`src/rtl/core/tabx_pkg.sv`:
```
// ----------------------------------------------------------------------------
// Tab expander package
// Shared widths, character codes, command and state types.
// ----------------------------------------------------------------------------
`timescale 1ns / 1ps

package tabx_pkg;

    localparam int BYTE_W      = 8;
    localparam int STOP_IDX_W  = 4;
    localparam int STOP_VAL_W  = 16;
    localparam int TAB_W_W     = 7;
    localparam int STOP_CNT_W  = 5;
    localparam int STATUS_W    = 2;
    localparam int CFG_ADDR_W  = 2;
    localparam int CFG_DATA_W  = 7;
    localparam int TAB_N_W     = 7;
    localparam int TAB_LIMIT   = 64;
    localparam int FIFO_DEPTH  = 2;

    localparam int MAX_STOPS_DEF   = 16;
    localparam int COLUMN_BITS_DEF = 16;

    localparam logic [TAB_W_W-1:0] TAB_PITCH_RST = 7'd8;

    localparam logic [BYTE_W-1:0] CHAR_TAB   = 8'h09;
    localparam logic [BYTE_W-1:0] CHAR_LF    = 8'h0A;
    localparam logic [BYTE_W-1:0] CHAR_CR    = 8'h0D;
    localparam logic [BYTE_W-1:0] CHAR_SPACE = 8'h20;
    localparam logic [BYTE_W-1:0] CHAR_DEL   = 8'h7F;

    localparam logic [CFG_ADDR_W-1:0] CFG_TAB_PITCH  = 2'd0;
    localparam logic [CFG_ADDR_W-1:0] CFG_STOP_COUNT = 2'd1;

    typedef enum logic [STATUS_W-1:0] {
        ST_TEXT     = 2'd0,
        ST_LOADED   = 2'd1,
        ST_REJECTED = 2'd2
    } status_t;

    typedef enum logic [2:0] {
        K_TEXT,
        K_TAB,
        K_BACK,
        K_LINE,
        K_LOAD
    } kind_t;

    typedef enum logic [2:0] {
        B_IDLE,
        B_DIV,
        B_SCAN,
        B_LOAD_CHK,
        B_ONE,
        B_EMIT
    } back_state_t;

    typedef struct packed {
        kind_t                  kind;
        logic [BYTE_W-1:0]      data_byte;
        logic [STOP_IDX_W-1:0]  stop_index;
        logic [STOP_VAL_W-1:0]  stop_value;
        logic                   idx_ok;
    } cmd_t;

    typedef struct packed {
        logic full;
        logic empty;
    } fifo_stat_t;

    typedef struct packed {
        logic [TAB_W_W-1:0]    tab_pitch;
        logic [STOP_CNT_W-1:0] stop_count;
    } cfg_t;

endpackage

```
`src/rtl/core/tabx_item_if.sv`:
```
// ----------------------------------------------------------------------------
// Tab expander input channel
// Valid/ready channel carrying one text byte or one stop load.
// ----------------------------------------------------------------------------
`timescale 1ns / 1ps

interface tabx_item_if;
    import tabx_pkg::*;

    logic                  valid;
    logic                  ready;
    logic                  action;
    logic [BYTE_W-1:0]     in_byte;
    logic [STOP_IDX_W-1:0] stop_index;
    logic [STOP_VAL_W-1:0] stop_value;

    modport source (
        output valid, action, in_byte, stop_index, stop_value,
        input  ready
    );

    modport sink (
        input  valid, action, in_byte, stop_index, stop_value,
        output ready
    );
endinterface

```
`src/rtl/core/tabx_result_if.sv`:
```
// ----------------------------------------------------------------------------
// Tab expander result channel
// Valid/ready channel carrying one emitted byte with last and status.
// ----------------------------------------------------------------------------
`timescale 1ns / 1ps

interface tabx_result_if;
    import tabx_pkg::*;

    logic                valid;
    logic                ready;
    logic [BYTE_W-1:0]   out_byte;
    logic                last;
    logic [STATUS_W-1:0] status;

    modport source (
        output valid, out_byte, last, status,
        input  ready
    );

    modport sink (
        input  valid, out_byte, last, status,
        output ready
    );
endinterface

```
`src/rtl/core/tabx_cfg_if.sv`:
```
// ----------------------------------------------------------------------------
// Tab expander configuration channel
// Valid/ready register write channel with address and data.
// ----------------------------------------------------------------------------
`timescale 1ns / 1ps

interface tabx_cfg_if;
    import tabx_pkg::*;

    logic                  valid;
    logic                  ready;
    logic [CFG_ADDR_W-1:0] addr;
    logic [CFG_DATA_W-1:0] data;

    modport source (
        output valid, addr, data,
        input  ready
    );

    modport sink (
        input  valid, addr, data,
        output ready
    );
endinterface

```
`src/rtl/core/tabx_ram.sv`:
```
// ----------------------------------------------------------------------------
// Tab expander RAM
// Generic single write, single read RAM with registered read data.
// ----------------------------------------------------------------------------
`timescale 1ns / 1ps

module tabx_ram #(
    parameter int WIDTH = 16,
    parameter int DEPTH = 16
) (
    input  logic                     clk,
    input  logic                     we,
    input  logic [$clog2(DEPTH)-1:0] waddr,
    input  logic [WIDTH-1:0]         wdata,
    input  logic [$clog2(DEPTH)-1:0] raddr,
    output logic [WIDTH-1:0]         rdata
);

    logic [WIDTH-1:0] mem [DEPTH];
    logic [WIDTH-1:0] rdata_reg;

    always_ff @(posedge clk)
    begin
        if (we)
        begin
            mem[waddr] <= wdata;
        end
        rdata_reg <= mem[raddr];
    end

    assign rdata = rdata_reg;

endmodule

```
`src/rtl/core/tabx_fifo.sv`:
```
// ----------------------------------------------------------------------------
// Tab expander command queue
// Short register queue between the classifier and the executor.
// ----------------------------------------------------------------------------
`timescale 1ns / 1ps

module tabx_fifo (
    input  logic                clk,
    input  logic                rst_n,
    input  logic                push,
    input  tabx_pkg::cmd_t      wr_cmd,
    input  logic                pop,
    output tabx_pkg::cmd_t      rd_cmd,
    output tabx_pkg::fifo_stat_t stat
);
    import tabx_pkg::*;

    localparam int PW = (FIFO_DEPTH > 1) ? $clog2(FIFO_DEPTH) : 1;
    localparam int CW = $clog2(FIFO_DEPTH + 1);

    cmd_t          entry_reg [FIFO_DEPTH];
    logic [PW-1:0] wr_ptr_reg;
    logic [PW-1:0] wr_ptr_next;
    logic [PW-1:0] rd_ptr_reg;
    logic [PW-1:0] rd_ptr_next;
    logic [CW-1:0] count_reg;
    logic [CW-1:0] count_next;

    always_comb
    begin
        wr_ptr_next = wr_ptr_reg;
        rd_ptr_next = rd_ptr_reg;
        count_next  = count_reg;
        if (push)
        begin
            wr_ptr_next = (wr_ptr_reg == PW'(FIFO_DEPTH - 1)) ? '0 : wr_ptr_reg + PW'(1);
        end
        if (pop)
        begin
            rd_ptr_next = (rd_ptr_reg == PW'(FIFO_DEPTH - 1)) ? '0 : rd_ptr_reg + PW'(1);
        end
        if (push && !pop)
        begin
            count_next = count_reg + CW'(1);
        end
        else if (pop && !push)
        begin
            count_next = count_reg - CW'(1);
        end
    end

    always_ff @(posedge clk or negedge rst_n)
    begin
        if (!rst_n)
        begin
            wr_ptr_reg <= '0;
            rd_ptr_reg <= '0;
            count_reg  <= '0;
        end
        else
        begin
            wr_ptr_reg <= wr_ptr_next;
            rd_ptr_reg <= rd_ptr_next;
            count_reg  <= count_next;
        end
    end

    always_ff @(posedge clk)
    begin
        if (push)
        begin
            entry_reg[wr_ptr_reg] <= wr_cmd;
        end
    end

    assign rd_cmd     = entry_reg[rd_ptr_reg];
    assign stat.empty = (count_reg == '0);
    assign stat.full  = (count_reg == CW'(FIFO_DEPTH));

endmodule

```
`src/rtl/core/tabx_front.sv`:
```
// ----------------------------------------------------------------------------
// Tab expander front end
// Accept input transfers and classify them into queue commands.
// ----------------------------------------------------------------------------
`timescale 1ns / 1ps

module tabx_front #(
    parameter int MAX_STOPS = tabx_pkg::MAX_STOPS_DEF
) (
    tabx_item_if.sink            item,
    input  tabx_pkg::fifo_stat_t stat,
    output logic                 push,
    output tabx_pkg::cmd_t       cmd
);
    import tabx_pkg::*;

    assign item.ready = !stat.full;
    assign push       = item.valid && !stat.full;

    always_comb
    begin
        cmd.data_byte  = item.in_byte;
        cmd.stop_index = item.stop_index;
        cmd.stop_value = item.stop_value;
        cmd.idx_ok     = (32'(item.stop_index) < MAX_STOPS);
        if (item.action)
        begin
            cmd.kind = K_LOAD;
        end
        else if (item.in_byte == CHAR_TAB)
        begin
            cmd.kind = K_TAB;
        end
        else if (item.in_byte == CHAR_DEL)
        begin
            cmd.kind = K_BACK;
        end
        else if (item.in_byte inside {CHAR_LF, CHAR_CR})
        begin
            cmd.kind = K_LINE;
        end
        else
        begin
            cmd.kind = K_TEXT;
        end
    end

endmodule

```
`src/rtl/core/tabx_back.sv`:
```
// ----------------------------------------------------------------------------
// Tab expander back end
// Execute queued commands: column tracking, tab stop search, stop loads
// and the output register.
// ----------------------------------------------------------------------------
`timescale 1ns / 1ps

module tabx_back #(
    parameter int MAX_STOPS   = tabx_pkg::MAX_STOPS_DEF,
    parameter int COLUMN_BITS = tabx_pkg::COLUMN_BITS_DEF
) (
    input  logic           clk,
    input  logic           rst_n,
    input  tabx_pkg::cfg_t cfg,
    input  logic           cmd_valid,
    input  tabx_pkg::cmd_t cmd,
    output logic           cmd_pop,
    tabx_result_if.source  result
);
    import tabx_pkg::*;

    localparam int AW    = $clog2(MAX_STOPS);
    localparam int CNT_W = $clog2(MAX_STOPS + 1);
    localparam int BC_W  = $clog2(COLUMN_BITS);
    localparam int CMP_W = (COLUMN_BITS > STOP_VAL_W) ? COLUMN_BITS : STOP_VAL_W;

    back_state_t            state_reg;
    back_state_t            state_next;
    cmd_t                   cmd_reg;
    cmd_t                   cmd_next;
    logic [COLUMN_BITS-1:0] column_reg;
    logic [COLUMN_BITS-1:0] column_next;
    logic [COLUMN_BITS-1:0] div_reg;
    logic [COLUMN_BITS-1:0] div_next;
    logic [TAB_N_W-1:0]     rem_reg;
    logic [TAB_N_W-1:0]     rem_next;
    logic [BC_W-1:0]        bit_cnt_reg;
    logic [BC_W-1:0]        bit_cnt_next;
    logic [AW-1:0]          scan_idx_reg;
    logic [AW-1:0]          scan_idx_next;
    logic [TAB_N_W-1:0]     spaces_reg;
    logic [TAB_N_W-1:0]     spaces_next;
    logic [BYTE_W-1:0]      pend_byte_reg;
    logic [BYTE_W-1:0]      pend_byte_next;
    status_t                pend_status_reg;
    status_t                pend_status_next;

    logic                   out_valid_reg;
    logic                   out_valid_next;
    logic [BYTE_W-1:0]      out_byte_reg;
    logic [BYTE_W-1:0]      out_byte_next;
    logic                   out_last_reg;
    logic                   out_last_next;
    status_t                out_status_reg;
    status_t                out_status_next;

    logic                   ram_we;
    logic [AW-1:0]          ram_waddr;
    logic [STOP_VAL_W-1:0]  ram_wdata;
    logic [AW-1:0]          ram_raddr;
    logic [STOP_VAL_W-1:0]  ram_rdata;

    logic [TAB_N_W-1:0]     tw_eff;
    logic [CNT_W-1:0]       cnt_eff;
    logic                   out_free;
    logic                   out_load;
    logic                   start_emit;
    logic [TAB_N_W-1:0]     n_sel;
    logic [TAB_N_W:0]       shifted;
    logic [TAB_N_W:0]       rem_step;
    logic [CMP_W-1:0]       entry_ext;
    logic [CMP_W-1:0]       column_ext;
    logic [CMP_W-1:0]       gap;
    logic [STOP_VAL_W-1:0]  prev;
    logic [STOP_VAL_W-1:0]  load_gap;
    logic                   load_ok;
    logic [COLUMN_BITS:0]   col_sum;

    tabx_ram #(
        .WIDTH (STOP_VAL_W),
        .DEPTH (MAX_STOPS)
    ) u_stop_ram (
        .clk   (clk),
        .we    (ram_we),
        .waddr (ram_waddr),
        .wdata (ram_wdata),
        .raddr (ram_raddr),
        .rdata (ram_rdata)
    );

    assign tw_eff   = (32'(cfg.tab_pitch) > TAB_LIMIT) ? TAB_N_W'(TAB_LIMIT) : cfg.tab_pitch;
    assign cnt_eff  = (32'(cfg.stop_count) > MAX_STOPS) ? CNT_W'(MAX_STOPS)
                                                        : CNT_W'(cfg.stop_count);
    assign out_free = !out_valid_reg || result.ready;

    assign shifted    = {rem_reg, div_reg[COLUMN_BITS-1]};
    assign rem_step   = (shifted >= {1'b0, tw_eff}) ? shifted - {1'b0, tw_eff} : shifted;
    assign entry_ext  = CMP_W'(ram_rdata);
    assign column_ext = CMP_W'(column_reg);
    assign gap        = entry_ext - column_ext;
    assign prev       = (cmd_reg.stop_index == '0) ? '0 : ram_rdata;
    assign load_gap   = cmd_reg.stop_value - prev;
    assign load_ok    = cmd_reg.idx_ok && (cmd_reg.stop_value > prev)
                        && (load_gap <= STOP_VAL_W'(TAB_LIMIT));

    assign ram_waddr = AW'(cmd_reg.stop_index);
    assign ram_wdata = cmd_reg.stop_value;

    always_comb
    begin
        state_next       = state_reg;
        cmd_next         = cmd_reg;
        column_next      = column_reg;
        div_next         = div_reg;
        rem_next         = rem_reg;
        bit_cnt_next     = bit_cnt_reg;
        scan_idx_next    = scan_idx_reg;
        spaces_next      = spaces_reg;
        pend_byte_next   = pend_byte_reg;
        pend_status_next = pend_status_reg;
        out_byte_next    = out_byte_reg;
        out_last_next    = out_last_reg;
        out_status_next  = out_status_reg;
        cmd_pop          = 1'b0;
        ram_we           = 1'b0;
        ram_raddr        = '0;
        out_load         = 1'b0;
        start_emit       = 1'b0;
        n_sel            = TAB_N_W'(1);
        col_sum          = '0;

        case (state_reg)
            B_IDLE:
            begin
                if (cmd_valid)
                begin
                    cmd_pop          = 1'b1;
                    cmd_next         = cmd;
                    pend_byte_next   = cmd.data_byte;
                    pend_status_next = ST_TEXT;
                    case (cmd.kind)
                        K_LOAD:
                        begin
                            ram_raddr  = AW'(cmd.stop_index - 4'd1);
                            state_next = B_LOAD_CHK;
                        end
                        K_TAB:
                        begin
                            if (tw_eff != '0)
                            begin
                                div_next     = column_reg;
                                rem_next     = '0;
                                bit_cnt_next = BC_W'(COLUMN_BITS - 1);
                                state_next   = B_DIV;
                            end
                            else if (cnt_eff == '0)
                            begin
                                start_emit = 1'b1;
                            end
                            else
                            begin
                                scan_idx_next = '0;
                                state_next    = B_SCAN;
                            end
                        end
                        K_BACK:
                        begin
                            if (column_reg != '0)
                            begin
                                column_next = column_reg - COLUMN_BITS'(1);
                            end
                            state_next = B_ONE;
                        end
                        K_LINE:
                        begin
                            column_next = '0;
                            state_next  = B_ONE;
                        end
                        default:
                        begin
                            if (!(&column_reg))
                            begin
                                column_next = column_reg + COLUMN_BITS'(1);
                            end
                            state_next = B_ONE;
                        end
                    endcase
                end
            end
            B_DIV:
            begin
                rem_next     = rem_step[TAB_N_W-1:0];
                div_next     = div_reg << 1;
                bit_cnt_next = bit_cnt_reg - BC_W'(1);
                if (bit_cnt_reg == '0)
                begin
                    n_sel      = tw_eff - rem_step[TAB_N_W-1:0];
                    start_emit = 1'b1;
                end
            end
            B_SCAN:
            begin
                ram_raddr = scan_idx_reg + AW'(1);
                if (entry_ext > column_ext)
                begin
                    n_sel      = (gap > CMP_W'(TAB_LIMIT)) ? TAB_N_W'(TAB_LIMIT)
                                                           : gap[TAB_N_W-1:0];
                    start_emit = 1'b1;
                end
                else if (CNT_W'(scan_idx_reg) == cnt_eff - CNT_W'(1))
                begin
                    start_emit = 1'b1;
                end
                else
                begin
                    scan_idx_next = scan_idx_reg + AW'(1);
                end
            end
            B_LOAD_CHK:
            begin
                ram_we           = load_ok;
                pend_byte_next   = '0;
                pend_status_next = load_ok ? ST_LOADED : ST_REJECTED;
                state_next       = B_ONE;
            end
            B_ONE:
            begin
                if (out_free)
                begin
                    out_load        = 1'b1;
                    out_byte_next   = pend_byte_reg;
                    out_last_next   = 1'b1;
                    out_status_next = pend_status_reg;
                    state_next      = B_IDLE;
                end
            end
            B_EMIT:
            begin
                if (out_free)
                begin
                    out_load        = 1'b1;
                    out_byte_next   = CHAR_SPACE;
                    out_last_next   = (spaces_reg == TAB_N_W'(1));
                    out_status_next = ST_TEXT;
                    spaces_next     = spaces_reg - TAB_N_W'(1);
                    if (spaces_reg == TAB_N_W'(1))
                    begin
                        state_next = B_IDLE;
                    end
                end
            end
            default:
            begin
                state_next = B_IDLE;
            end
        endcase

        if (start_emit)
        begin
            col_sum     = {1'b0, column_reg} + (COLUMN_BITS + 1)'(n_sel);
            column_next = col_sum[COLUMN_BITS] ? '1 : col_sum[COLUMN_BITS-1:0];
            spaces_next = n_sel;
            state_next  = B_EMIT;
        end

        if (out_load)
        begin
            out_valid_next = 1'b1;
        end
        else if (result.ready)
        begin
            out_valid_next = 1'b0;
        end
        else
        begin
            out_valid_next = out_valid_reg;
        end
    end

    always_ff @(posedge clk or negedge rst_n)
    begin
        if (!rst_n)
        begin
            state_reg     <= B_IDLE;
            column_reg    <= '0;
            out_valid_reg <= 1'b0;
        end
        else
        begin
            state_reg     <= state_next;
            column_reg    <= column_next;
            out_valid_reg <= out_valid_next;
        end
    end

    always_ff @(posedge clk)
    begin
        cmd_reg         <= cmd_next;
        div_reg         <= div_next;
        rem_reg         <= rem_next;
        bit_cnt_reg     <= bit_cnt_next;
        scan_idx_reg    <= scan_idx_next;
        spaces_reg      <= spaces_next;
        pend_byte_reg   <= pend_byte_next;
        pend_status_reg <= pend_status_next;
        out_byte_reg    <= out_byte_next;
        out_last_reg    <= out_last_next;
        out_status_reg  <= out_status_next;
    end

    assign result.valid    = out_valid_reg;
    assign result.out_byte = out_byte_reg;
    assign result.last     = out_last_reg;
    assign result.status   = out_status_reg;

endmodule

```
`src/rtl/core/tab_expander_core.sv`:
```
// ----------------------------------------------------------------------------
// Tab expander core
// Text byte: B_IDLE pops it, B_ONE loads the result register when it is free;
// one item at a time. Stop load: B_IDLE starts the registered stop RAM read,
// B_LOAD_CHK checks and writes, B_ONE emits the status. Tab, fixed width: B_DIV
// gets the remainder bit-serially, then B_EMIT sends one space per cycle while
// the output is free; stop table tab: one stop per cycle via the RAM read port.
// Reset: column 0, tab width 8, stop count 0, queue empty; stop RAM not cleared.
// ----------------------------------------------------------------------------
`timescale 1ns / 1ps

module tab_expander_core #(
    parameter int MAX_STOPS   = tabx_pkg::MAX_STOPS_DEF,
    parameter int COLUMN_BITS = tabx_pkg::COLUMN_BITS_DEF
) (
    input  logic          clk,
    input  logic          rst_n,
    tabx_item_if.sink     item,
    tabx_result_if.source result,
    tabx_cfg_if.sink      cfg
);
    import tabx_pkg::*;

    cfg_t       cfg_reg;
    fifo_stat_t fifo_stat;
    logic       cmd_push;
    logic       cmd_pop;
    cmd_t       push_cmd;
    cmd_t       head_cmd;

    assign cfg.ready = 1'b1;

    always_ff @(posedge clk or negedge rst_n)
    begin
        if (!rst_n)
        begin
            cfg_reg.tab_pitch  <= TAB_PITCH_RST;
            cfg_reg.stop_count <= '0;
        end
        else if (cfg.valid)
        begin
            case (cfg.addr)
                CFG_TAB_PITCH:  cfg_reg.tab_pitch  <= cfg.data[TAB_W_W-1:0];
                CFG_STOP_COUNT: cfg_reg.stop_count <= cfg.data[STOP_CNT_W-1:0];
                default:        ;
            endcase
        end
    end

    tabx_front #(
        .MAX_STOPS (MAX_STOPS)
    ) u_front (
        .item (item),
        .stat (fifo_stat),
        .push (cmd_push),
        .cmd  (push_cmd)
    );

    tabx_fifo u_fifo (
        .clk    (clk),
        .rst_n  (rst_n),
        .push   (cmd_push),
        .wr_cmd (push_cmd),
        .pop    (cmd_pop),
        .rd_cmd (head_cmd),
        .stat   (fifo_stat)
    );

    tabx_back #(
        .MAX_STOPS   (MAX_STOPS),
        .COLUMN_BITS (COLUMN_BITS)
    ) u_back (
        .clk       (clk),
        .rst_n     (rst_n),
        .cfg       (cfg_reg),
        .cmd_valid (!fifo_stat.empty),
        .cmd       (head_cmd),
        .cmd_pop   (cmd_pop),
        .result    (result)
    );

    a_push_not_full: assert property (@(posedge clk) disable iff (!rst_n)
        cmd_push |-> !fifo_stat.full)
        else $error("command pushed into a full queue");

    a_pop_not_empty: assert property (@(posedge clk) disable iff (!rst_n)
        cmd_pop |-> !fifo_stat.empty)
        else $error("command popped from an empty queue");

    a_accept_push: assert property (@(posedge clk) disable iff (!rst_n)
        (item.valid && item.ready) |-> cmd_push)
        else $error("input transfer not queued");

    a_cfg_write: assert property (@(posedge clk) disable iff (!rst_n)
        (cfg.valid && cfg.ready && cfg.addr == CFG_TAB_PITCH)
        |=> (cfg_reg.tab_pitch == $past(cfg.data[TAB_W_W-1:0])))
        else $error("tab width write lost");

endmodule

```
`src/flat_wrapper.sv`:
```
// flat-port wrapper written by rule: the top's interface ports become plain ports
module tab_expander_core_flat import tabx_pkg::*;
#(
    parameter int MAX_STOPS   = tabx_pkg::MAX_STOPS_DEF,
    parameter int COLUMN_BITS = tabx_pkg::COLUMN_BITS_DEF
)
  (clk, rst_n, item_valid, item_action, item_in_byte, item_stop_index, item_stop_value, item_ready, result_valid, result_out_byte, result_last, result_status, result_ready, cfg_valid, cfg_addr, cfg_data, cfg_ready);
  tabx_item_if item_i ();
  tabx_result_if result_i ();
  tabx_cfg_if cfg_i ();
  input  logic clk;
  input  logic rst_n;
  input wire logic [$bits(item_i.valid)-1:0] item_valid;
  input wire logic [$bits(item_i.action)-1:0] item_action;
  input wire logic [$bits(item_i.in_byte)-1:0] item_in_byte;
  input wire logic [$bits(item_i.stop_index)-1:0] item_stop_index;
  input wire logic [$bits(item_i.stop_value)-1:0] item_stop_value;
  output wire logic [$bits(item_i.ready)-1:0] item_ready;
  output wire logic [$bits(result_i.valid)-1:0] result_valid;
  output wire logic [$bits(result_i.out_byte)-1:0] result_out_byte;
  output wire logic [$bits(result_i.last)-1:0] result_last;
  output wire logic [$bits(result_i.status)-1:0] result_status;
  input wire logic [$bits(result_i.ready)-1:0] result_ready;
  input wire logic [$bits(cfg_i.valid)-1:0] cfg_valid;
  input wire logic [$bits(cfg_i.addr)-1:0] cfg_addr;
  input wire logic [$bits(cfg_i.data)-1:0] cfg_data;
  output wire logic [$bits(cfg_i.ready)-1:0] cfg_ready;
  assign item_i.valid = item_valid;
  assign item_i.action = item_action;
  assign item_i.in_byte = item_in_byte;
  assign item_i.stop_index = item_stop_index;
  assign item_i.stop_value = item_stop_value;
  assign item_ready = item_i.ready;
  assign result_valid = result_i.valid;
  assign result_out_byte = result_i.out_byte;
  assign result_last = result_i.last;
  assign result_status = result_i.status;
  assign result_i.ready = result_ready;
  assign cfg_i.valid = cfg_valid;
  assign cfg_i.addr = cfg_addr;
  assign cfg_i.data = cfg_data;
  assign cfg_ready = cfg_i.ready;
  tab_expander_core #(.MAX_STOPS(MAX_STOPS), .COLUMN_BITS(COLUMN_BITS)) u_core (.clk(clk), .rst_n(rst_n), .item(item_i), .result(result_i), .cfg(cfg_i));
endmodule
```
`config.mk`:
```
export PLATFORM = sky130hd
export DESIGN_NAME = tab_expander_core_flat
export DESIGN_NICKNAME = d
export VERILOG_FILES = /design/src/rtl/core/tabx_pkg.sv /design/src/rtl/core/tabx_item_if.sv /design/src/rtl/core/tabx_result_if.sv /design/src/rtl/core/tabx_cfg_if.sv /design/src/rtl/core/tabx_ram.sv /design/src/rtl/core/tabx_fifo.sv /design/src/rtl/core/tabx_front.sv /design/src/rtl/core/tabx_back.sv /design/src/rtl/core/tab_expander_core.sv /design/src/flat_wrapper.sv
export SDC_FILE = /design/constraint.sdc
export NUM_CORES = 1
export LEC_CHECK = 0
export BUFFER_PORTS_ARGS = -buffer_cell sky130_fd_sc_hd__buf_2
export CORE_UTILIZATION = 57
export DETAILED_ROUTE_END_ITERATION = 7
export PLACE_DENSITY = 0.77
export RECOVER_POWER = 100
export SLEW_MARGIN = 20
export SYNTH_ARGS = -nofsm -noshare
export SYNTH_HDL_FRONTEND = slang
export SYNTH_HIERARCHICAL = 1
export SYNTH_SLANG_ARGS = --single-unit
export TNS_END_PERCENT = 5
```
`constraint.sdc`:
```
create_clock -name clk -period 5.3 [get_ports clk]
set_input_delay 0.53 -clock clk [delete_from_list [all_inputs] [get_ports clk]]
set_output_delay 0.53 -clock clk [all_outputs]
set_load 0.005 [all_outputs]
```
# == After elaboration in Yosys (flattened, before gate mapping) ==
# Memory sizes are Yosys's and may differ from the RTL's. A register that Yosys moved wholly into a read port is not among the register bits.
# Cells that the tools add are included.
# word_totals
reg_bits,116
latch_bits,0
ramBits,318
mem_bits_ro,0
out_inout_bits,14
elab_cells,215
memories,2
# mem_list
memory,words,word_bits,rd,rd_clocked_by_memory_dff,wr,line_no,source
u_core.u_back.u_stop_ram.mem,16,16,1,1,1,tabx_ram.sv:19,logic [WIDTH-1:0] mem [DEPTH];
u_core.u_fifo.entry_reg,2,31,1,0,1,tabx_fifo.sv:21,cmd_t entry_reg [FIFO_DEPTH];
# op_classes
add_sub_neg,16
multipliers,0
div_mod_pow,0
n_lt_le_gt_ge,7
n_eq_ne,36
shift,0
muxes,90
bitwise,1
reduce_logical,42
# ops
op,count
16-bit 2-to-1 mux,10
7-bit 2-to-1 mux,11
16-bit one-hot mux with 3 select lines,1
4-bit 2-to-1 mux,11
16-bit greater-than comparator,2
16-bit one-hot mux with 2 select lines,1
8-bit one-hot mux with 2 select lines,2
16-bit subtractor,2
7-bit one-hot mux with 2 select lines,2
8-bit by 4-bit equality test with 1-bit output (second input constant),3
3-bit 2-to-1 mux,8
8-bit 2-to-1 mux,3
4-bit one-hot mux with 2 select lines,3
1-bit 2-to-1 mux,22
2-bit inequality test (second input constant),10
2-bit nonzero test,10
2-bit 2-to-1 mux,9
16-bit by 7-bit adder with 17-bit output,1
16-bit by 1-bit adder with 16-bit output (second input constant),1
16-bit by 7-bit greater-than comparator with 1-bit output (second input constant),1
16-bit by 7-bit <= comparator with 1-bit output (second input constant),1
16-bit AND reduction,1
16-bit nonzero test,1
16-bit by 1-bit subtractor with 16-bit output (second input constant),1
other kinds (45),75

# == Depth between registers and ports, before layout ==
# Gate-level depths: netlist of the first run.
# logic_depth
ltp_word,10
mapped_depth,29

# == Hierarchy ==
# Netlist of the first run, hierarchy kept.
# by_module_without_submodules
module,instances,cells_each,area_each_um2,seq_area_each_um2
tabx_ram,1,432,10043.4,8007.7
tabx_back,1,885,8007.7,2902.8
tabx_fifo,1,116,2648.8,2021.9
tab_expander_core,1,29,478.0,301.5
tabx_front,1,44,319.1,0.0

# == Least setup slack after synthesis of the first run ==
# OpenSTA, ideal clock, no wires.
# synth_path
path_kind,reg2reg
start,register u_core/cfg_reg[11] (netlist bit)
end,"register u_core.u_back.column_reg[9], in the netlist u_core/u_back/column_ext[9]"
t_arrival_ns,5.455
required_ns,5.178
setup_slack_ns,-0.276
path_stages_with_launch,28
n_path_buf,2
synth_period_minus_slack_ns,5.576
cell_sequence,dfrtp_1 > inv_1 > nand2_1 > inv_1 > ha_1 > inv_1 > fa_1 > a21o_1 > a2111o_1 > a311o_1 > buf_6 > mux2i_1 > ha_1 > a21oi_1 > maj3_2 > o21bai_2 > a21oi_1 > xnor2_2 > a22o_1 > ha_1 > o21ai_0 > nor2_1 > o21ai_0 > nor2_1 > clkbuf_1 > nor2_1 > nand4_1 > a32o_1
# synth_via
elab_chain_len,10
word_cells_on_any_way,22
classes_between,add/sub: 3; order compare: 2; eq/ne: 4; mux: 10; reduce/logical: 3
# synth_lines
element,line_no,source
start: declaration,tab_expander_core.sv:24,cfg_t cfg_reg;
7-bit greater-than comparator,tabx_back.sv:91,assign tw_eff = (32'(cfg.tab_pitch) > TAB_LIMIT) ? TAB_N_W'(TAB_LIMIT) : cfg.tab_pitch;
7-bit 2-to-1 mux (*),tabx_back.sv:91,
7-bit subtractor / 8-bit by 7-bit >= comparator with 1-bit output (equally long branches),tabx_back.sv:97,"assign rem_step = (shifted >= {1'b0, tw_eff}) ? shifted - {1'b0, tw_eff} : shifted;"
7-bit 2-to-1 mux,tabx_back.sv:97,
7-bit subtractor,tabx_back.sv:197,n_sel = tw_eff - rem_step[TAB_N_W-1:0];
7-bit 2-to-1 mux,tabx_back.sv:195,if (bit_cnt_reg == '0)
7-bit one-hot mux with 2 select lines,tabx_back.sv:132,case (state_reg)
16-bit by 7-bit adder with 17-bit output,tabx_back.sv:260,"col_sum = {1'b0, column_reg} + (COLUMN_BITS + 1)'(n_sel);"
16-bit 2-to-1 mux,tabx_back.sv:261,column_next = col_sum[COLUMN_BITS] ? '1 : col_sum[COLUMN_BITS-1:0];
16-bit 2-to-1 mux,tabx_back.sv:258,if (start_emit)
end signal: assignment,tabx_back.sv:291,column_reg <= column_next;
end: declaration,tabx_back.sv:31,logic [COLUMN_BITS-1:0] column_reg;
# Every way passes the cells marked *; elsewhere a longest branch is shown, timed or not.
# A chain may end at the register's enable or synchronous reset.

# == Final worst setup path of the first run ==
# layout_path
start,register u_core/cfg_reg[11] (netlist bit)
end,"register u_core.u_back.column_reg[11], in the netlist u_core/u_back/column_ext[11]"
# layout_via
elab_chain_len,10
word_cells_on_any_way,22
classes_between,add/sub: 3; order compare: 2; eq/ne: 4; mux: 10; reduce/logical: 3
# layout_lines
element,line_no,source
7-bit greater-than comparator,tabx_back.sv:91,
7-bit 2-to-1 mux (*),tabx_back.sv:91,
7-bit subtractor / 8-bit by 7-bit >= comparator with 1-bit output (equally long branches),tabx_back.sv:97,
7-bit 2-to-1 mux (*),tabx_back.sv:97,
named net u_core.u_back.rem_step[1],tabx_back.sv:70,logic [TAB_N_W:0] rem_step;
7-bit subtractor (*),tabx_back.sv:197,
7-bit 2-to-1 mux (*),tabx_back.sv:195,
7-bit one-hot mux with 2 select lines (*),tabx_back.sv:132,
16-bit by 7-bit adder with 17-bit output (*),tabx_back.sv:260,
16-bit 2-to-1 mux (*),tabx_back.sv:261,
16-bit 2-to-1 mux (*),tabx_back.sv:258,
# Mark *: on every way through the listed nets, which the timed path passes. The rest lies on a longest branch.

==> Implementation_results.wiki, run 1 <==
{| class="wikitable"
! Metric !! Value
|-
| Outcome || finished, violations left
|-
| Failing checks || max-capacitance violations, max-slew violations
|-
| Crit Path Category || reg -> reg
|-
| Final period utilization || 98.4%
|-
| Commonest non-fill, non-tap cells in the layout || sky130_fd_sc_hd__edfxtp_1 (400), sky130_fd_sc_hd__nand2_1 (99), sky130_fd_sc_hd__nor2_1 (74)
|-
| Number of synthesized flops with an enable pin || 400
|-
| IR Drop Worst-Case VDD || 0.000432 V
|-
| Final estimated routing congestion in global placement || between 0.9 and 1
|-
| Number of placement rows || 70
|-
| Post-Synthesis Net Count || 1628
|-
| Slowest cell on crit path || sky130_fd_sc_hd__fa_2
|-
| Number of maximum-capacitance violations || 4
|-
| Critical Path Fanout Max || 3
|-
| Slew at the pin with the worst max-slew slack || 2.13 ns
|-
| Flip-flop count of the largest register, all copies and words added || 256
|-
| Port Buffers || 55
|-
| Area share of the leading cell type in the synthesized netlist || a little under three fifths
|-
| TritonCTS clock tree || yes
|-
| Number of instances in the synthesized netlist || 1506
|-
| Area of the multi-input gates || roughly 0.0076 sq mm
|-
| Overall routed net length || roughly 50000 microns
|-
| Max stage delay on crit path || 0.43 ns
|-
| Register clock-pin slew on the reported worst setup and hold paths || 0.06 ns
|-
| Worst flop-to-flop path endpoint || u_core/u_back/column_ext[11]
|-
| Required time at the worst-slack endpoint || 5.75 ns
|-
| Via-to-Cell Ratio || 6.15
|-
| Post-synthesis async set-or-reset flop share || 7.96%
|-
| Number of register bits inferred by synthesis || ~450
|-
| Max Buffers Root-to-Sink || 3
|-
| Capturing element type of the critical path || flip-flop
|-
| Maximum clock rate || approximately 190 MHz
|-
| Nets || between 1500 and 2000
|-
| Dominant cells by area after synthesis || sky130_fd_sc_hd__edfxtp_1 (56%), sky130_fd_sc_hd__mux4_2 (5.7%), sky130_fd_sc_hd__ha_1 (4.2%)
|-
| Depth of the worst register-to-register path || 26
|-
| Setup repair after global routing missed its margin || yes
|-
| Number of cells on the worst hold path || 1
|-
| R2R Setup Slk || roughly 0.082 ns
|-
| # H-tree levels || 2
|-
| Element type at the critical path start || flip-flop
|-
| Vert. Die Dim || 196 microns
|-
| Number of cells in the finished layout apart from fillers || ~2200
|-
| Shortest period the worst path allows || 5.22 ns
|-
| Critical Path Most Common Cell || sky130_fd_sc_hd__inv_2
|-
| Overall Power || between 10 and 15 mW
|-
| Post-synthesis instance area || 0.0215 sq mm
|-
| Storage element area || 0.0132 sq mm
|-
| Startpoint of the worst hold path || item_stop_value[5]
|-
| Lkg Pwr || 8.60 nW
|-
| Count of cell types in the netlist || 87
|-
| Arrival time of data at the critical path endpoint || 5.67 ns
|-
| Worst slew margin relative to its limit || -42.1%
|-
| Clock tree skew after final layout || 0.0236 ns
|-
| Commonest non-fill, non-tap cell in the layout || sky130_fd_sc_hd__edfxtp_1
|-
| Yosys Warn Count || 6
|-
| Worst hold path type || in -> reg
|-
| Number of clock sinks || 452
|-
| Clock latency on the worst-skew pair || about 0.58 ns
|-
| First-pass detailed-route iteration total || 5
|-
| Cts-stage hold buffer count || 0
|-
| Maximum number of pins on one net before global-route repair || 50
|-
| Final-report hold violation count || 0
|-
| Chip width || 196 microns
|-
| Remaining global-route overflow || 0
|-
| Avg Inst Size Synth || 14.3 sq um
|-
| Violation count after the first detailed-routing iteration || 1183
|-
| Area of the die || between 0.03 and 0.04 sq mm
|-
| Residual DRC count || 0
|-
| Worst min-delay path endpoint || u_core/u_fifo/entry_reg[0][6]
|-
| Share of synthesized area occupied by flip-flops and latches || 61.6%
|-
| Fill cells || approximately 2600
|-
| Post-synth top flop || sky130_fd_sc_hd__edfxtp_1
|-
| Initial standard-cell utilization of the core || 58.3%
|-
| Buffer cell driving the clock tree root || sky130_fd_sc_hd__clkbuf_16
|-
| Total number of vias || between 10000 and 15000
|-
| Fraction of layout instances using a drive strength above 1 || 19.4%
|-
| N_diodes || 0
|-
| Final hold slack || about 0.15 ns
|-
| Inserted Clock Buffers || 45
|-
| Post-DRT Antenna Nets || 0
|-
| Power density over the cells || around 560 mW/mm^2
|-
| Boundary pin count || 57
|-
| Final count of negative-setup-slack endpoints || 0
|-
| Total placed cells including tap cells || just over 2000
|-
| Total routing usage reported by global routing || 25.8%
|-
| Detailed placement HPWL || 32100 microns
|-
| First-pass GRT wire length || 74800 microns
|-
| Area Overhead vs Synth || 12.6%
|-
| Via count of the first global-routing pass || 13196
|-
| Max-slew violations || around 130
|-
| Detailed-route wire length per cell || 22.7 microns
|-
| Library cell with the largest summed area after synthesis || sky130_fd_sc_hd__edfxtp_1
|-
| Core outline area || 0.0369 sq mm
|-
| Reg-to-reg critical path startpoint || u_core/cfg_reg[11]
|-
| Antenna violations before repair || 2
|}
==> cells in the mapped netlist, drive strengths merged (4+ instances only) <==
library cell  instances
nor3                 32
dfrtp                35
a31oi                11
and3                  6
o221ai                5
mux4                 64
o21ai                59
nand3b                7
a21oi                58
inv                  67
nand2b               17
and2                 32
buf                  52
nor2b                19
nor4                 11
edfxtp              400
ha                   73
xor2                 23
o211ai                7
xnor2                39
o21a                  7
a21o                 21
o311ai                4
nand3                17
o22ai                13
o21bai               13
a211oi                4
nor2                 79
clkbuf               33
mux2                 49
mux2i                 8
a22oi                33
a211o                 4
nand4                20
nor3b                 4
dfxtp                16
nand2               102
fa                    6
==> repair_timing <==
item,CTS,global route
setup buffers,1,6
endpoints found under the hold margin,0,0
pin swaps,1,26
resized for setup,5,31
endpoints found under the setup margin,9,16
==> worst max path at each step <==
| stage | slack (ns) | start | end | depth (start not counted) |
|---|---|---|---|---|
| floorplan | -0.03 | u_core/u_back/ram_waddr[1] | u_core/u_back/u_stop_ram/mem[0][0] | 16 |
| global placement | 0.008 | u_core/cfg_reg[11] | u_core/u_back/column_ext[11] | 27 |
| detailed placement | -0.13 | u_core/cfg_reg[11] | u_core/u_back/column_ext[11] | 27 |
| CTS | 0.003 | u_core/cfg_reg[11] | u_core/u_back/column_ext[11] | 27 |
| global route | -0.07 | u_core/cfg_reg[11] | u_core/u_back/column_ext[11] | 26 |
| finish | 0.08 | u_core/cfg_reg[11] | u_core/u_back/column_ext[11] | 26 |
==> layer usage <==
layer / track usage [%] / part of all wire [%] / up-vias
met5: 0 / 0 / -
met4: 7.09 / 2.2 / 0
met3: 4.23 / 8.2 / 82
met2: 41.6 / 48 / 592
met1: 36.7 / 42 / 6582
li1: - / - / 5976
==> where the power goes <==
group          leakage (nW)  internal (mW)  switching, mW
registers              4.22           4.81          0.539
clock network         0.682           1.68           1.32
logic                  3.70           2.20           2.92
==> critical path: cells and delay by family (launching register included) <==
kind	cells	cell delay (ns)
DFF	1	0.39
AOI/OAI and AO/OA	10	2.13
adders and majority gates	4	1.20
buffers and inverters	5	0.43
xor gates and xnor gates	1	0.14
muxes	1	0.24
and+or+nand+nor	5	0.56
==> stage by stage <==
stage               worst slack, ns  cell area [sq um]  util, %  setup TNS [ns]
global route                -0.0666              24200     65.6          -0.274
floorplan                   -0.0338              21500        -          -0.541
finish                       0.0822              24200     65.6               0
global placement            0.00768              22800     61.8               0
detailed placement           -0.130              22800     61.8          -0.355
CTS                         0.00324              24200     65.6               0
==> cell type report <==
type | count | area share [%]
clock inverter | 19 | 0.538
tap | 504 | 2.61
clock buffer | 61 | 5.24
inverter | 67 | 1.04
timing repair buffer | 145 | 4.63
sequential | 452 | 54.7
multi-input combinational | 902 | 31.3
==> cell families (layout without fill, tap and decap cells) <==
family                   count (synthesis)  after routing  share of synthesized area [%]
other                                    2              2                         0.0349
multiplexers                           121            121                           10.3
adder cells (fa/ha/maj)                 80             80                           4.86
AO/OA/AOI/OAI                          277            277                           8.61
flip-flops                             452            452                           61.6
buffers and inverters                  152            292                           3.72
XOR/XNOR                                62             62                           2.56
AND/OR/NAND/NOR                        360            360                           8.31
(Power assumes the default switching activity.)
==> inputs of run 2 (changes only) <==
CORE_UTILIZATION = 35   (was 57)
PLACE_DENSITY = unset   (was 0.77)
==> Implementation_results.wiki, run 2 (same netlist as run 1, synthesis figures left out) <==
{| class="wikitable"
! Metric !! Value
|-
| Outcome || finished, violations left
|-
| Failing checks || max-capacitance violations, max-slew violations
|-
| Crit Path Category || reg -> reg
|-
| Number of placement rows || 90 (+29%)
|-
| Switching component of the power || 4.83 mW (+1.2%)
|-
| Sequential share of power || 39.2% (-0.5 points)
|-
| Final count of negative-setup-slack endpoints || 0 (unchanged)
|-
| Total negative setup slack || 0 ns (unchanged)
|-
| Clock power frac || 24.4% (+2.1 points)
|-
| Total placed cells including tap cells || 2335 (+13%)
|-
| IR Drop Worst-Case VDD || 0.000386 V (-11%)
|-
| Setup slack at placement || -0.215 ns (-0.0847 ns)
|-
| Lkg Pwr || 8.66 nW (+0.74%)
|-
| Post-DRT Antenna Nets || 0 (unchanged)
|-
| Max stage delay on crit path || 0.39 ns (-0.04 ns)
|-
| Inserted Clock Buffers || 45 (unchanged)
|-
| Core outline area || 0.0605 sq mm (+64%)
|-
| Final estimated routing congestion in global placement || 0.869 (-3.8%)
|-
| Worst hold path type || in -> reg
|-
| Boundary pin count || 57 (unchanged)
|-
| Nets || 1727 (-0.46%)
|-
| Total number of vias || 12844 (-2.9%)
|-
| Max-slew violations || 65 (-50%)
|-
| Worst setup margin || 0.139 ns (+0.0565 ns)
|-
| Chip width || 250 microns (+27%)
|-
| Residual DRC count || 0 (unchanged)
|-
| Detailed-route wire length per cell || 20.1 microns (-11%)
|-
| Power density over the cells || 555 mW/mm^2 (-0.38%)
|-
| Area Overhead vs Synth || 14.9%
|-
| Number of cells on the worst hold path || 1 (unchanged)
|-
| Commonest non-fill, non-tap cells in the layout || sky130_fd_sc_hd__edfxtp_1 (400), sky130_fd_sc_hd__nand2_1 (97), sky130_fd_sc_hd__nor2_1 (75)
|-
| Commonest non-fill, non-tap cell in the layout || sky130_fd_sc_hd__edfxtp_1
|-
| Clock latency on the worst-skew pair || 0.60 ns (+0.02 ns)
|-
| Final period utilization || 97.4% (-1.1 points)
|-
| Vert. Die Dim || 250 microns (+27%)
|-
| Switch share || 35.3% (-0.20 points)
|-
| Setup repair after global routing missed its margin || yes
|-
| Fill cells || 5438 (+110%)
|-
| Number of maximum-capacitance violations || 2 (-2)
|-
| Flip-flop count of the largest register, all copies and words added || 256 (unchanged)
|-
| Port Buffers || 55 (unchanged)
|-
| Worst min-delay path endpoint || u_core/u_fifo/entry_reg[0][16]
|-
| Initial standard-cell utilization of the core || 35.5% (-23 points)
|-
| Buffer cell driving the clock tree root || sky130_fd_sc_hd__clkbuf_16
|-
| Slowest cell on crit path || sky130_fd_sc_hd__dfrtp_1
|-
| Clock tree skew after final layout || 0.0391 ns (+0.0156 ns)
|-
| N_diodes || 0 (unchanged)
|-
| Worst flop-to-flop path endpoint || u_core/u_back/column_ext[13]
|-
| Final-report hold violation count || 0 (unchanged)
|-
| Total routing usage reported by global routing || 15.6% (-10 points)
|-
| Number of cells in the finished layout apart from fillers || 2424 (+13%)
|-
| Startpoint of the worst hold path || item_stop_value[15]
|-
| Reg-to-reg critical path startpoint || u_core/cfg_reg[11]
|-
| Via count of the first global-routing pass || 12991 (-1.6%)
|-
| # H-tree levels || 2 (unchanged)
|-
| Number of clock sinks || 452 (unchanged)
|-
| Slew at the pin with the worst max-slew slack || 2.08 ns (-0.0493 ns)
|-
| Maximum clock rate || 194 MHz (+1.1%)
|-
| First-pass GRT wire length || 75100 microns (+0.44%)
|-
| Maximum number of pins on one net before global-route repair || 37 (-26%)
|-
| Fraction of power consumed by combinational cells || 36.5% (-1.5 points)
|-
| Register clock-pin slew on the reported worst setup and hold paths || 0.06 ns (about the same)
|-
| Via-to-Cell Ratio || 5.30 (-14%)
|-
| Arrival time of data at the critical path endpoint || 5.61 ns (-0.06 ns)
|-
| Cts-stage hold buffer count || 0 (unchanged)
|-
| Worst slew margin relative to its limit || -38.9% (+3.3 points)
|-
| First-pass detailed-route iteration total || 7 (+2)
|-
| Critical Path Fanout Max || 9 (+6)
|-
| Max Buffers Root-to-Sink || 3 (unchanged)
|-
| Antenna violations before repair || 0 (-2)
|-
| Capturing element type of the critical path || flip-flop
|-
| Area of the die || 0.0624 sq mm (+62%)
|-
| Total internal power || 8.87 mW (+2.0%)
|-
| Remaining global-route overflow || 0 (unchanged)
|-
| TritonCTS clock tree || yes
|-
| Element type at the critical path start || flip-flop
|-
| Detailed placement HPWL || 32900 microns (+2.3%)
|-
| Violation count after the first detailed-routing iteration || 916 (-23%)
|-
| Depth of the worst register-to-register path || 26 (unchanged)
|-
| Overall routed net length || 48800 microns (+0.15%)
|-
| Required time at the worst-slack endpoint || 5.75 ns (about the same)
|-
| Critical Path Most Common Cell || sky130_fd_sc_hd__inv_2
|-
| R2R Setup Slk || 0.14 ns (+0.06 ns)
|-
| Shortest period the worst path allows || 5.16 ns (-0.0565 ns)
|-
| Fraction of layout instances using a drive strength above 1 || 19.9% (+0.47 points)
|}
[run 2: through the flow]
step	hold slack, ns	utilization, %	power [mW]	cell area, sq um
CTS	0.0633	40.7	13.7	24600
global placement	0.475	38.1	10.2	23100
global route	0.0974	40.9	14.5	24700
finish	0.129	40.9	13.7	24700
floorplan	0.234	-	8.87	21500
detailed placement	0.490	38.1	10.3	23100
[run 2: power groups by stage]
stage / Sequential (mW) / Clock, mW / Combinational, mW
floorplan: 5.18 / 0 / 3.69
global placement: 5.41 / 0 / 4.82
detailed placement: 5.44 / 0 / 4.88
CTS: 5.37 / 3.43 / 4.93
global route: 5.45 / 3.55 / 5.51
finish: 5.37 / 3.34 / 5.00
[run 2: critical path: cells and delay by family, from the launching register on]
kind | cells | cell delay [ns]
simple gates | 3 | 0.28
buf+inv | 5 | 0.48
xor+xnor | 1 | 0.16
flops | 1 | 0.39
compound gates | 13 | 2.56
fa+ha+maj | 4 | 1.16
[run 2: worst max path at each step]
stage                          startpoint                                  to  slack, ns  depth (start not counted)
5_1_grt                u_core/cfg_reg[11]        u_core/u_back/column_ext[13]       -0.1                         27
3_3_place_gp           u_core/cfg_reg[11]        u_core/u_back/column_ext[11]      -0.07                         27
3_5_place_dp           u_core/cfg_reg[11]         u_core/u_back/column_ext[9]      -0.21                         27
4_1_cts                u_core/cfg_reg[11]         u_core/u_back/column_ext[9]      0.003                         26
6_report               u_core/cfg_reg[11]        u_core/u_back/column_ext[13]       0.14                         26
2_1_floorplan  u_core/u_back/ram_waddr[1]  u_core/u_back/u_stop_ram/mem[0][0]      -0.03                         16
[run 2: final cells by class]
cell class / instances / area (sq um) / area share (%)
Clock buffer: 56 / 1220 / 4.93
Multi-Input combinational cell: 902 / 7620 / 30.9
Inverter: 67 / 251 / 1.02
Clock inverter: 28 / 338 / 1.37
Sequential cell: 452 / 13200 / 53.6
Tap cell: 782 / 978 / 3.96
Timing Repair Buffer: 137 / 1060 / 4.31
[run 2: repair_timing]
action | 4_1_cts | 5_1_grt
endpoints found under the hold margin | 0 | 0
gates resized for setup | 4 | 44
endpoints found under the setup margin | 13 | 80
setup buffers | 1 | 3
pin swaps | 3 | 26
[run 2: metal layers]
layer  up-vias  GRT usage, %  share of wire, %
met4         0          5.41               2.6
met3        81          2.32               5.1
li1       5968             -                 -
met5         -             0                 0
met2       381          25.8                48
met1      6414          20.9                44
==> inputs of run 3 (changes only) <==
ABC_AREA = 1   (was unset)
CORE_UTILIZATION = 30   (was 35)
==> Implementation_results.wiki, run 3 <==
{| class="wikitable"
! Metric !! Value
|-
| Outcome || finished, violations left
|-
| Failing checks || max-capacitance violations, max-slew violations
|-
| Number of cells in the finished layout apart from fillers || 3722 (+54%)
|-
| Commonest non-fill, non-tap cell in the layout || sky130_fd_sc_hd__nand2_1
|-
| IR Drop Worst-Case VDD || 0.000320 V (-17%)
|-
| Final-report hold violation count || 0 (unchanged)
|-
| Clock latency on the worst-skew pair || 0.59 ns (about the same)
|-
| Chip width || 284 microns (+14%)
|-
| Critical Path Fanout Max || 66 (+57)
|-
| Capturing element type of the critical path || flip-flop
|-
| N_diodes || 0 (unchanged)
|-
| Total number of vias || 17195 (+34%)
|-
| Initial standard-cell utilization of the core || 30.3% (-5.3 points)
|-
| Number of placement rows || 103 (+14%)
|-
| Max stage delay on crit path || 1.01 ns (+0.62 ns)
|-
| Category of cells accounting for the largest share of critical-path delay || buffers and inverters
|-
| # H-tree levels || 2 (unchanged)
|-
| Core outline area || 0.0789 sq mm (+30%)
|-
| Crit Path Category || reg -> reg
|-
| Post-synth top flop || sky130_fd_sc_hd__edfxtp_1
|-
| Detailed placement HPWL || 38700 microns (+18%)
|-
| Area Overhead vs Synth || 11.6%
|-
| Maximum number of pins on one net before global-route repair || 67 (+81%)
|-
| CP Cell Sequence || clkbuf_1, mux2_1, o22ai_4, clkbuf_4, clkbuf_4, nand2_1, nand3_1, nand3_1, nand3_1, nand2_1
|-
| Clock power frac || 21.1% (-3.3 points)
|-
| Most repeated cell in the gate-level netlist after synthesis || sky130_fd_sc_hd__nand2_1
|-
| Boundary pin count || 57 (unchanged)
|-
| Arrival time of data at the critical path endpoint || 5.36 ns (-0.25 ns)
|-
| Worst hold path type || in -> reg
|-
| Remaining global-route overflow || 0 (unchanged)
|-
| Slowest cell on crit path || sky130_fd_sc_hd__clkbuf_1
|-
| Max-slew violations || 70 (+7.7%)
|-
| Final count of negative-setup-slack endpoints || 0 (unchanged)
|-
| Shortest period the worst path allows || 4.89 ns (-0.271 ns)
|-
| Nets || 2758 (+60%)
|-
| Lkg Pwr || 11.5 nW (+33%)
|-
| Final estimated routing congestion in global placement || 0.877 (+1.0%)
|-
| Switching component of the power || 6.41 mW (+33%)
|-
| Post-Synthesis Net Count || 2709 (+66%)
|-
| Buffer cell driving the clock tree root || sky130_fd_sc_hd__clkbuf_16
|-
| Number of maximum-capacitance violations || 2 (unchanged)
|-
| Via count of the first global-routing pass || 16443 (+27%)
|-
| Vert. Die Dim || 284 microns (+14%)
|-
| Area share of the leading cell type in the synthesized netlist || 50.3% (-5.6 points)
|-
| Flip-flop count of the largest register, all copies and words added || 256 (unchanged)
|-
| Fraction of layout instances using a drive strength above 1 || 8.65% (-11 points)
|-
| Number of register bits inferred by synthesis || 452 (unchanged)
|-
| Area of the die || 0.0807 sq mm (+29%)
|-
| Violation count after the first detailed-routing iteration || 1031 (+13%)
|-
| Most instantiated cells after synthesis || sky130_fd_sc_hd__nand2_1 (729), sky130_fd_sc_hd__edfxtp_1 (400), sky130_fd_sc_hd__inv_1 (396)
|-
| Count of cell types in the netlist || 60 (-31%)
|-
| Post-synthesis instance area || 0.0239 sq mm (+11%)
|-
| Maximum clock rate || 204 MHz (+5.5%)
|-
| Worst slew margin relative to its limit || -78.0% (-39 points)
|-
| Share of synthesized area occupied by flip-flops and latches || 55.4% (-6.1 points)
|-
| Register clock-pin slew on the reported worst setup and hold paths || 0.06 ns (about the same)
|-
| Fraction of power consumed by combinational cells || 43.2% (+6.7 points)
|-
| Number of synthesized flops with an enable pin || 400 (unchanged)
|-
| Post-DRT Antenna Nets || 0 (unchanged)
|-
| Number of instances in the synthesized netlist || 2587 (+72%)
|-
| Sequential share of power || 35.7% (-3.5 points)
|-
| Residual DRC count || 0 (unchanged)
|-
| Critical Path Most Common Cell || sky130_fd_sc_hd__nand3_1
|-
| Number of clock sinks || 452 (unchanged)
|-
| Dominant cells by area after synthesis || sky130_fd_sc_hd__edfxtp_1 (50%), sky130_fd_sc_hd__nand2_1 (11%), sky130_fd_sc_hd__nand3_1 (6.6%)
|-
| Element type at the critical path start || flip-flop
|-
| Port Buffers || 55 (unchanged)
|-
| First-pass detailed-route iteration total || 5 (-2)
|-
| Post-synthesis async set-or-reset flop share || 7.96% (unchanged)
|-
| Fill cells || 8064 (+48%)
|-
| Power density over the cells || 576 mW/mm^2 (+3.8%)
|-
| Total routing usage reported by global routing || 14.2% (-1.4 points)
|-
| First-pass GRT wire length || 91100 microns (+21%)
|-
| Final period utilization || 92.3% (-5.1 points)
|-
| Overall routed net length || 57800 microns (+18%)
|-
| Overall Power || 15.3 mW (+12%)
|-
| Slew at the pin with the worst max-slew slack || 2.66 ns (+0.577 ns)
|-
| Total negative setup slack || 0 ns (unchanged)
|-
| Clock tree skew after final layout || 0.0287 ns (-0.0104 ns)
|-
| Commonest non-fill, non-tap cells in the layout || sky130_fd_sc_hd__nand2_1 (728), sky130_fd_sc_hd__inv_1 (400), sky130_fd_sc_hd__edfxtp_1 (400)
|-
| Total placed cells including tap cells || 3635 (+56%)
|-
| Switch share || 41.8% (+6.5 points)
|-
| Inserted Clock Buffers || 45 (unchanged)
|-
| Max Buffers Root-to-Sink || 3 (unchanged)
|-
| Cts-stage hold buffer count || 0 (unchanged)
|-
| Worst setup margin || 0.409 ns (+0.271 ns)
|-
| Setup slack at placement || 0.162 ns (+0.376 ns)
|-
| Antenna violations before repair || 0 (unchanged)
|-
| Via-to-Cell Ratio || 4.62 (-13%)
|-
| Yosys Warn Count || 6 (unchanged)
|-
| Required time at the worst-slack endpoint || 5.77 ns (+0.02 ns)
|-
| CP Buf/Inv Count || 3 (-2)
|-
| Detailed-route wire length per cell || 15.5 microns (-23%)
|-
| Library cell with the largest summed area after synthesis || sky130_fd_sc_hd__edfxtp_1
|-
| Avg Inst Size Synth || 9.23 sq um (-35%)
|-
| Total internal power || 8.94 mW (+0.72%)
|-
| Utilization after layout || 33.8% (-7.1 points)
|-
| TritonCTS clock tree || yes
|}
-- run 3: cell type report --
class / instances / area (sq um) / area share, %
timing repair buffer: 104 / 567 / 2.13
tap: 1050 / 1310 / 4.93
clock inverter: 33 / 340 / 1.28
sequential: 452 / 13200 / 49.6
inverter: 408 / 1530 / 5.75
multi-input combinational: 1625 / 8490 / 31.9
clock buffer: 50 / 1180 / 4.41
-- run 3: what timing repair did --
item | in CTS | in global routing
gates resized for setup | 0 | 21
setup buffers | 0 | 4
endpoints found under the setup margin | 0 | 16
hold endpoints to repair | 0 | 0
-- run 3: power by group through the flow --
stage | clock [mW] | sequential (mW) | combinational [mW]
2_1_floorplan | 0 | 5.31 | 4.96
3_3_place_gp | 0 | 5.52 | 6.62
3_5_place_dp | 0 | 5.54 | 6.66
4_1_cts | 3.32 | 5.47 | 6.69
5_1_grt | 3.45 | 5.55 | 7.49
6_report | 3.24 | 5.47 | 6.63
-- run 3: per-stage QoR --
step	instance area (sq um)	hold slack [ns]
4_1_cts	26800	0.0716
3_3_place_gp	25300	0.473
3_5_place_dp	25300	0.481
5_1_grt	26700	0.114
2_1_floorplan	23900	0.234
6_report	26700	0.138
-- run 3: worst paths after layout --
| check | slack (ns) | end | cells after the start | startpoint |
|---|---|---|---|---|
| worst max-delay path | 0.41 | u_core/u_back/u_stop_ram/rdata[4] | 10 | u_core/u_fifo/rd_ptr_reg |
| worst min-delay path | 0.14 | u_core/u_fifo/entry_reg[1][7] | 1 | item_stop_value[6] |
| worst max register to register | 0.41 | u_core/u_back/u_stop_ram/rdata[4] | 10 | u_core/u_fifo/rd_ptr_reg |
| worst min register to register | 0.49 | u_core/cfg_reg[8] | 2 | u_core/cfg_reg[8] |
| max in group asynchronous | 3.54 | u_core/u_fifo/rd_ptr_reg | 1 | rst_n |
| min in group asynchronous | 0.55 | u_core/cfg_reg[7] | 1 | rst_n |
-- run 3: cell families after synthesis --
group,share of synthesized area [%]
and+or+nand+nor,23.8
other,0.0315
adders and majority gates,4.33
xor gates and xnor gates,1.65
DFF,55.4
muxes,1.96
buffers and inverters,9.36
AOI/OAI and AO/OA,3.46
-- run 3: per-layer routing --
metal / vias up / part of all wire (%) / track usage, %
met5: - / 0 / 0
met4: 0 / 2.6 / 4.44
met3: 86 / 4.4 / 1.94
met2: 384 / 47 / 23.7
met1: 8167 / 46 / 19.0
li1: 8558 / - / -
